<file path="src/sv/launcher_feed_mode_sequencer_top_macros.svh">
// assertion macros shared by the sequencer rtl
`ifndef LAUNCHER_FEED_MODE_SEQUENCER_TOP_MACROS_SVH
`define LAUNCHER_FEED_MODE_SEQUENCER_TOP_MACROS_SVH

// same-cycle implication, checked out of reset
`define LFMS_ASSERT_NOW(label, ante, cons, msg) \
    label: assert property (@(posedge i_clk) disable iff (!i_rst_n) \
        (ante) |-> (cons)) else $error(msg);

// next-cycle implication, checked out of reset
`define LFMS_ASSERT_NEXT(label, ante, cons, msg) \
    label: assert property (@(posedge i_clk) disable iff (!i_rst_n) \
        (ante) |=> (cons)) else $error(msg);

`endif

</file>
<file path="src/sv/lfms_pkg.sv">
package lfms_pkg;

    localparam int FRAC_BITS = 16;
    localparam int ONE_Q     = 1 << FRAC_BITS;

    // thresholds, rounded to nearest step, compared against 33-bit magnitudes
    localparam logic [32:0] T_CAL   = 33'((ONE_Q + 5) / 10);
    localparam logic [32:0] T_WHL   = 33'(ONE_Q / 2);
    localparam logic [32:0] T_STILL = 33'((ONE_Q + 25) / 50);
    localparam logic [32:0] T_HOME  = 33'((ONE_Q + 10) / 20);
    localparam logic signed [31:0] CAL_RATE = 32'(-3 * ONE_Q);

    localparam logic [2:0] M_STOP  = 3'd0;
    localparam logic [2:0] M_SETUP = 3'd1;
    localparam logic [2:0] M_CAL   = 3'd2;
    localparam logic [2:0] M_READY = 3'd3;
    localparam logic [2:0] M_SHOT  = 3'd4;
    localparam logic [2:0] M_WAIT  = 3'd5;
    localparam logic [2:0] M_CONT  = 3'd6;

    localparam logic [1:0] OP_MANUAL = 2'd0;

    localparam logic [1:0] REQ_STOP  = 2'd0;
    localparam logic [1:0] REQ_SETUP = 2'd1;
    localparam logic [1:0] REQ_SHOT  = 2'd2;
    localparam logic [1:0] REQ_CONT  = 2'd3;

    localparam logic CFG_WHEEL_SPEED = 1'b0;
    localparam logic CFG_FEED_RATE   = 1'b1;

    localparam int IN_DATA_W  = 224;
    localparam int IN_USER_W  = 4;
    localparam int OUT_DATA_W = 72;

    typedef struct packed {
        logic [1:0]         operator_mode;
        logic [1:0]         ready_request;
        logic signed [31:0] feed_angle;
        logic signed [31:0] feed_angle_target;
        logic signed [31:0] feed_rate;
        logic signed [31:0] wheel_a_speed;
        logic signed [31:0] wheel_a_target;
        logic signed [31:0] wheel_b_speed;
        logic signed [31:0] wheel_b_target;
    } t_item;

    typedef struct packed {
        logic [2:0]         launcher_mode;
        logic               drive_enable;
        logic signed [31:0] wheel_speed_cmd;
        logic signed [31:0] feed_rate_cmd;
        logic               feed_rate_cmd_valid;
        logic               step_pulse;
    } t_result;

    // magnitude of a - b without wrap
    function automatic logic [32:0] abs_diff(logic signed [31:0] a, logic signed [31:0] b);
        logic signed [32:0] d;
        d = 33'(a) - 33'(b);
        return d[32] ? 33'(-d) : 33'(d);
    endfunction

endpackage

</file>
<file path="src/sv/lfms_in_stage.sv">
module lfms_in_stage
    import lfms_pkg::*;
(
    input  logic                 i_clk,
    input  logic                 i_rst_n,
    input  logic                 i_valid,
    output logic                 o_ready,
    input  logic [IN_DATA_W-1:0] i_data,
    input  logic [IN_USER_W-1:0] i_user,
    input  logic                 i_advance,
    output logic                 o_valid,
    output t_item                o_item
);

    logic  r_valid;
    logic  n_valid;
    t_item r_item;
    t_item n_item;

    assign o_ready = !r_valid || i_advance;

    always_comb begin
        n_valid = r_valid;
        n_item  = r_item;
        if (o_ready) begin
            n_valid = i_valid;
        end
        if (o_ready && i_valid) begin
            n_item.operator_mode     = i_user[1:0];
            n_item.ready_request     = i_user[3:2];
            n_item.feed_angle        = i_data[31:0];
            n_item.feed_angle_target = i_data[63:32];
            n_item.feed_rate         = i_data[95:64];
            n_item.wheel_a_speed     = i_data[127:96];
            n_item.wheel_a_target    = i_data[159:128];
            n_item.wheel_b_speed     = i_data[191:160];
            n_item.wheel_b_target    = i_data[223:192];
        end
    end

    always_ff @(posedge i_clk) begin
        if (!i_rst_n) begin
            r_valid <= 1'b0;
        end else begin
            r_valid <= n_valid;
        end
    end

    always_ff @(posedge i_clk) begin
        r_item <= n_item;
    end

    assign o_valid = r_valid;
    assign o_item  = r_item;

endmodule

</file>
<file path="src/sv/lfms_decide.sv">
module lfms_decide
    import lfms_pkg::*;
(
    input  logic [2:0]         i_mode,
    input  t_item              i_item,
    input  logic signed [31:0] i_wheel_speed_target,
    input  logic signed [31:0] i_feed_rate_continuous,
    output t_result            o_result
);

    logic [32:0] ang_err;
    logic [32:0] rate;
    logic [32:0] wa_err;
    logic [32:0] wb_err;
    logic        manual;
    logic [2:0]  m;
    logic        pulse;

    assign ang_err = abs_diff(i_item.feed_angle, i_item.feed_angle_target);
    assign rate    = abs_diff(i_item.feed_rate, 32'sd0);
    assign wa_err  = abs_diff(i_item.wheel_a_speed, i_item.wheel_a_target);
    assign wb_err  = abs_diff(i_item.wheel_b_speed, i_item.wheel_b_target);
    assign manual  = (i_item.operator_mode == OP_MANUAL);

    always_comb begin
        m     = i_mode;
        pulse = 1'b0;
        if (!manual || i_item.ready_request == REQ_STOP) begin
            m = M_STOP;
        end else begin
            case (i_mode)
                M_STOP: begin
                    if (i_item.ready_request == REQ_SETUP) m = M_SETUP;
                end
                M_SETUP: begin
                    // ready wins over calibration
                    if (wa_err < T_WHL && wb_err < T_WHL && rate < T_STILL) begin
                        m = M_READY;
                    end else if (ang_err > T_CAL) begin
                        m = M_CAL;
                    end
                end
                M_READY: begin
                    if (i_item.ready_request == REQ_SHOT) begin
                        m = M_SHOT;
                    end else if (i_item.ready_request == REQ_CONT) begin
                        m = M_CONT;
                    end
                end
                M_SHOT: begin
                    pulse = 1'b1;
                    m     = M_WAIT;
                end
                M_WAIT: begin
                    if (ang_err < T_HOME) m = M_SETUP;
                end
                M_CONT: begin
                    if (i_item.ready_request == REQ_SETUP) m = M_SETUP;
                end
                M_CAL: begin
                    if (rate < T_HOME) m = M_SETUP;
                end
                default: begin
                    m = i_mode;
                end
            endcase
        end
    end

    always_comb begin
        o_result                     = '0;
        o_result.launcher_mode       = m;
        o_result.step_pulse          = pulse;
        if (manual && m != M_STOP) begin
            o_result.drive_enable    = 1'b1;
            o_result.wheel_speed_cmd = i_wheel_speed_target;
            case (m)
                M_SETUP, M_READY: begin
                    o_result.feed_rate_cmd_valid = 1'b1;
                end
                M_CONT: begin
                    o_result.feed_rate_cmd_valid = 1'b1;
                    o_result.feed_rate_cmd       = i_feed_rate_continuous;
                end
                M_CAL: begin
                    o_result.feed_rate_cmd_valid = 1'b1;
                    o_result.feed_rate_cmd       = CAL_RATE;
                end
                default: begin
                    o_result.feed_rate_cmd_valid = 1'b0;
                end
            endcase
        end
    end

endmodule

</file>
<file path="src/sv/launcher_feed_mode_sequencer_top.sv">
// Launcher feed mode sequencer. Each accepted word is one control tick: the
// seven-state launcher mode advances and the wheel, feeder and step commands
// for the new mode come out as one result word. One word is accepted every
// cycle while the result side keeps up; a result is registered once its word
// leaves the input register (the input register loads on acceptance, the
// result register when the output side can take the word). The rate is set
// by the mode register feeding back through the combinational decision
// logic. The user must write configuration registers through the plain
// write port only while no words are in flight; the block does not enforce it.
`include "launcher_feed_mode_sequencer_top_macros.svh"

module launcher_feed_mode_sequencer_top
    import lfms_pkg::*;
(
    input  logic                  i_clk,
    input  logic                  i_rst_n,
    input  logic                  s_axis_tvalid,
    output logic                  s_axis_tready,
    // feed_angle, feed_angle_target, feed_rate, wheel_a_speed, wheel_a_target,
    // wheel_b_speed, wheel_b_target
    input  logic [IN_DATA_W-1:0]  s_axis_tdata,
    // operator_mode, ready_request
    input  logic [IN_USER_W-1:0]  s_axis_tuser,
    output logic                  m_axis_tvalid,
    input  logic                  m_axis_tready,
    // launcher_mode, drive_enable, wheel_speed_cmd, feed_rate_cmd,
    // feed_rate_cmd_valid, step_pulse, zero pad
    output logic [OUT_DATA_W-1:0] m_axis_tdata,
    input  logic                  i_cfg_wr_en,
    input  logic                  i_cfg_index,
    input  logic [31:0]           i_cfg_wdata
);

    logic               s1_valid;
    t_item              s1_item;
    logic               s1_advance;
    t_result            calc;

    logic [2:0]         r_mode;
    logic signed [31:0] r_wheel_speed_target;
    logic signed [31:0] r_feed_rate_continuous;
    logic               r_out_valid;
    logic               n_out_valid;
    t_result            r_out;

    logic               out_released;
    logic               out_cmd_zero;
    logic               out_pulse;
    logic               pulse_in_wait;
    logic               out_feed;
    logic               mode_in_step;

    assign s1_advance  = s1_valid && (!r_out_valid || m_axis_tready);
    assign n_out_valid = s1_advance || (r_out_valid && !m_axis_tready);

    lfms_in_stage u_in_stage (
        .i_clk     (i_clk),
        .i_rst_n   (i_rst_n),
        .i_valid   (s_axis_tvalid),
        .o_ready   (s_axis_tready),
        .i_data    (s_axis_tdata),
        .i_user    (s_axis_tuser),
        .i_advance (s1_advance),
        .o_valid   (s1_valid),
        .o_item    (s1_item)
    );

    lfms_decide u_decide (
        .i_mode                 (r_mode),
        .i_item                 (s1_item),
        .i_wheel_speed_target   (r_wheel_speed_target),
        .i_feed_rate_continuous (r_feed_rate_continuous),
        .o_result               (calc)
    );

    always_ff @(posedge i_clk) begin
        if (!i_rst_n) begin
            r_mode                 <= M_STOP;
            r_wheel_speed_target   <= '0;
            r_feed_rate_continuous <= '0;
            r_out_valid            <= 1'b0;
        end else begin
            r_out_valid <= n_out_valid;
            if (s1_advance) begin
                r_mode <= calc.launcher_mode;
            end
            if (i_cfg_wr_en && i_cfg_index == CFG_WHEEL_SPEED) begin
                r_wheel_speed_target <= i_cfg_wdata;
            end
            if (i_cfg_wr_en && i_cfg_index == CFG_FEED_RATE) begin
                r_feed_rate_continuous <= i_cfg_wdata;
            end
        end
    end

    always_ff @(posedge i_clk) begin
        if (s1_advance) begin
            r_out <= calc;
        end
    end

    assign m_axis_tvalid = r_out_valid;
    assign m_axis_tdata  = {2'b00, r_out.step_pulse, r_out.feed_rate_cmd_valid,
                            r_out.feed_rate_cmd, r_out.wheel_speed_cmd,
                            r_out.drive_enable, r_out.launcher_mode};

    assign out_released  = r_out_valid && !r_out.drive_enable;
    assign out_cmd_zero  = r_out.wheel_speed_cmd == 32'sd0 && r_out.feed_rate_cmd == 32'sd0
                           && !r_out.feed_rate_cmd_valid;
    assign out_pulse     = r_out_valid && r_out.step_pulse;
    assign pulse_in_wait = r_out.launcher_mode == M_WAIT && r_out.drive_enable;
    assign out_feed      = r_out_valid && r_out.feed_rate_cmd_valid;
    assign mode_in_step  = r_mode == r_out.launcher_mode;

    `LFMS_ASSERT_NOW(a_release_zero, out_released, out_cmd_zero, "released drives carry a command")
    `LFMS_ASSERT_NOW(a_pulse_wait, out_pulse, pulse_in_wait, "step pulse outside wait")
    `LFMS_ASSERT_NOW(a_feed_enable, out_feed, r_out.drive_enable, "feeder command, no enable")
    `LFMS_ASSERT_NEXT(a_mode_track, s1_advance, mode_in_step, "mode register out of step")

endmodule
</file>
<file path="config.mk">
export PLATFORM = sky130hd
export DESIGN_NAME = launcher_feed_mode_sequencer_top
export DESIGN_NICKNAME = d
export VERILOG_FILES = /design/src/sv/lfms_pkg.sv /design/src/sv/lfms_in_stage.sv /design/src/sv/lfms_decide.sv /design/src/sv/launcher_feed_mode_sequencer_top.sv
export VERILOG_INCLUDE_DIRS = /design/src /design/src/sv
export SDC_FILE = /design/constraint.sdc
export NUM_CORES = 1
export LEC_CHECK = 0
export ABC_AREA = 1
export CORE_UTILIZATION = 45
export CTS_BUF_LIST = sky130_fd_sc_hd__clkbuf_4
export CTS_CLUSTER_DIAMETER = 200
export CTS_CLUSTER_SIZE = 14
export DETAILED_ROUTE_END_ITERATION = 7
export DONT_BUFFER_PORTS = 1
export MAX_ROUTING_LAYER = met4
export PLACE_DENSITY = 0.68
export SYNTH_ARGS = -nofsm -noshare
export SYNTH_HDL_FRONTEND = slang
export SYNTH_SLANG_ARGS = --single-unit
export TNS_END_PERCENT = 5
</file>
<file path="constraint.sdc">
create_clock -name i_clk -period 14.05 [get_ports i_clk]
set_input_delay 2.1075 -clock i_clk [delete_from_list [all_inputs] [get_ports i_clk]]
set_output_delay 2.1075 -clock i_clk [all_outputs]
set_load 0.02 [all_outputs]
</file>
==> impl_metrics.yaml <==
logic_synthesis:
  ys.warnings.count: 0
  synth_edf_count: 298
  synth_compound_area_frac: 0.0659
  yosysSeqAreaShare: 0.436
  async_flop_share: 0
  synth_adder_area_share: 0.0543
  synth_seq_cells: 367
  synth_cells: 3270
  synth_top_family_by_area: "simple AND/OR/NAND/NOR gates"
  avgSynthCellArea_um2: 7.24
  synthFlopType: "edfxtp_1"
  synthXorXnorAreaFrac: 0.0176
  syn_area_mm2: 0.0237
  synth-simple-area-share: 0.328
  muxShareOfSynthArea: 0
  ys_types: 46
sta:
  finalMaxSlewViolations: 0
  min_period_ps: 5370
  max_slew_margin: 0.225
  period_share: 0.382
  final_hold_viol_count: 0
  skew_ps: 64.6
  setup_violations: 0
  grt_setup_unrepaired: "false"
  setup_tns_ps: 0
  tightestPinTransition_ps: 1160
  max_freq_mhz: 186
setup_path:
  crit_type: "reg -> reg"
  r2r_slack_ps: 8680
  path_max_fanout: 38
  r2r_start: "u_in_stage.o_item[160]$_DFFE_PP_"
  r2r_cells: 24
  start_kind: "flop"
  endpoint_kind: "flop"
  required_ps: 14710
  reg2reg_to: "m_axis_tdata[10]$_SDFFCE_PN0P_"
  crit_arrival_ps: 6030
power_and_ir_drop:
  switching_power_w: 0.000852
  total_power_w: 0.00247
  clkPwrFrac: 0.209
  p_per_area_mw_per_mm2: 99.6
  swShare: 0.344
  p_leak_nw: 11.9
  p_int_w: 0.00162
  irDropWorstVdd_mv: 0.137
  seq_power_share: 0.517
  p_comb_frac: 0.273
global_routing:
  gr-total-overflow: 0
  grt_max_degree: 94
  grt_pass1_vias: 18508
  grt_pass1_wl_mm: 93.6
  grtUsageTotal: 0.223
  antenna_found_initial: 18
worst_hold_path:
  worstHoldStart: "r_feed_rate_continuous[8]$_SDFFE_PN0P_"
  hold_class: "reg -> reg"
  min_to: "r_feed_rate_continuous[8]$_SDFFE_PN0P_"
  whs_path_depth: 2
cts:
  path_clk_slew_ps: 150
  cts_made_buffers: 30
  post_cts_buffers: 0
  root_buffer: "clkbuf_4"
  cts_resized: 0
  ctsHoldBuffers: 0
  cts_sinks: 367
  htree_levels: 1
  cts_buffer_depth: 3
  cts_tree: "done"
  clock_latency_ps: 910
drt:
  first_iter_violations: 1456
  drtAntennaViolNets: 0
  wirelength_mm: 59.4
  dr.pass1.iters: 7
  wl_per_cell_um: 14.9
  vias_per_cell: 5.00
  dr_total_vias: 19948
  drc: 0
floorplan:
  core_area_mm2: 0.0516
  initial_core_util: 0.459
  die_x_um: 231
  die_y_um: 231
  die_area_mm2: 0.0535
  rows: 83
  io_pins: 340
placed_design:
  hpwl_mm: 46.7
  portBuffers: 0
  gp_congestion: 0.932
cells_and_area:
  drive_above_1_share: 0.0334
  final_nets: 3636
  area_delta_synth_final_pct: 4.93
outcome:
  status: "finished clean"
job:
  drv_cap: 0
## registers in the layout, indices dropped and copies added, names as in the netlist
signal / flops
m_axis_tdata: 70
m_axis_tvalid: 1
r_feed_rate_continuous: 32
r_mode: 3
r_wheel_speed_target: 32
u_in_stage.o_item: 228
u_in_stage.o_valid: 1
## area by class of cell
cell class / instances / area [um2]
fill: 5205 / 26800
multi-input combinational: 2308 / 11100
sequential: 367 / 10300
inverter: 555 / 2090
tap: 680 / 851
clock buffer: 52 / 390
timing repair buffer: 7 / 52.6
antenna: 20 / 50.0
clock inverter: 2 / 25.0
## worst max-delay path, cell delays in order (launching register included)
cell and delay [ps]:
edfxtp_1 400, ha_1 240, fa_1 400, nand3b_1 210, nand2_2 160, nand2_2 80
nand3_2 80, nand2_1 50, nand2_1 150, nand2_1 110, nand2_1 100, nand2_1 50
nand2_1 810, o21ai_0 270, xor2_1 210, nor3_1 250, nand2_1 70, a21oi_1 180
nand2_1 120, nand2_1 120, a21oi_4 90, inv_2 280, nand3_4 430, nand2_1 200
inv_1 60
## cell families (layout without fill, tap and decap cells)
family | Yosys count | in the layout
and+or+nand+nor | 1870 | 1870
buffers and inverters | 596 | 616
DFF | 367 | 367
AOI/OAI and AO/OA | 290 | 290
adders and majority gates | 101 | 101
xor gates and xnor gates | 45 | 45
other | 1 | 22
## power by group through the flow
stage	Combinational (W)	Sequential [W]	Clock [W]
after detailed placement	0.000671	0.00131	0
final	0.000676	0.00128	0.000518
after global placement	0.000667	0.00130	0
after CTS	0.000674	0.00128	0.000545
after floorplan	0.000535	0.00130	0
after global routing	0.000778	0.00129	0.000579
## per-stage QoR
step | setup slack (ps) | hold slack [ps] | utilization | std cells | instance area [um2]
floorplan | 6590 | 430 | - | 3271 | 23700
global placement | 8830 | 438 | 0.472 | 3917 | 24400
detailed placement | 8670 | 443 | 0.472 | 3917 | 24400
CTS | 8620 | 463 | 0.480 | 3971 | 24800
global route | 8170 | 472 | 0.481 | 3990 | 24800
finish | 8680 | 461 | 0.481 | 3991 | 24800
## synthesized netlist by cell type, drive strengths merged (2+ instances only)
| cell | n | area, um2 |
|---|---|---|
| o21a | 5 | 37.5 |
| edfxtp | 298 | 8950 |
| o21ai | 134 | 671 |
| and2 | 4 | 25.0 |
| a21oi | 135 | 724 |
| buf | 19 | 141 |
| nor3b | 3 | 22.5 |
| inv | 555 | 2080 |
| dfxtp | 69 | 1380 |
| nor3 | 31 | 155 |
| fa | 3 | 60.1 |
| clkbuf | 22 | 82.6 |
| o211a | 2 | 20.0 |
| ha | 98 | 1230 |
| nand3 | 238 | 1230 |
| nor2 | 485 | 1850 |
| nand2 | 1008 | 3820 |
| nand4 | 67 | 419 |
| xnor2 | 11 | 111 |
| nand3b | 28 | 210 |
| o21bai | 6 | 45.0 |
| nor4 | 5 | 31.3 |
| xor2 | 34 | 305 |
| o211ai | 2 | 15.0 |
## placed cells by master (no fill, tap or decap), types with 2 or more instances in the layout
master,instances
a21oi_2,4
nand3_2,3
nor2_2,10
buf_4,7
nor3b_1,3
o211a_1,2
nand4_1,67
nand2_2,14
edfxtp_1,298
ha_1,98
xnor2_2,2
a21oi_1,127
o21a_1,5
o21ai_0,132
nand2_1,994
inv_1,547
clkbuf_4,52
and2_1,4
inv_2,7
a21oi_4,4
xor2_1,33
nand3_1,233
nor3_1,31
fa_1,3
diode_2,20
xnor2_1,9
conb_1,2
nor4_1,5
o21ai_1,2
nand3_4,2
o21bai_1,6
nand3b_1,28
dfxtp_1,69
o211ai_1,2
nor2_1,474
## how the worst max path moves through the flow
stage | startpoint | endpoint | depth (start not counted)
2_1_floorplan | m_axis_tready | u_in_stage.o_item[0]$_DFFE_PP_ | 4
3_3_place_gp | u_in_stage.o_item[160]$_DFFE_PP_ | m_axis_tdata[20]$_SDFFCE_PN0P_ | 24
3_5_place_dp | u_in_stage.o_item[160]$_DFFE_PP_ | m_axis_tdata[16]$_SDFFCE_PN0P_ | 24
4_1_cts | u_in_stage.o_item[160]$_DFFE_PP_ | m_axis_tdata[10]$_SDFFCE_PN0P_ | 24
5_1_grt | u_in_stage.o_item[160]$_DFFE_PP_ | m_axis_tdata[23]$_SDFFCE_PN0P_ | 24
6_report | u_in_stage.o_item[160]$_DFFE_PP_ | m_axis_tdata[10]$_SDFFCE_PN0P_ | 24
## per-layer routing
layer / up-vias / share of wire / GRT usage
met5: - / 0 / -
met4: 0 / 0.023 / 0.0617
met3: 79 / 0.066 / 0.0464
met2: 493 / 0.47 / 0.367
met1: 8897 / 0.44 / 0.277
li1: 10479 / - / -
Note: power is estimated with default switching activity, not from simulation.
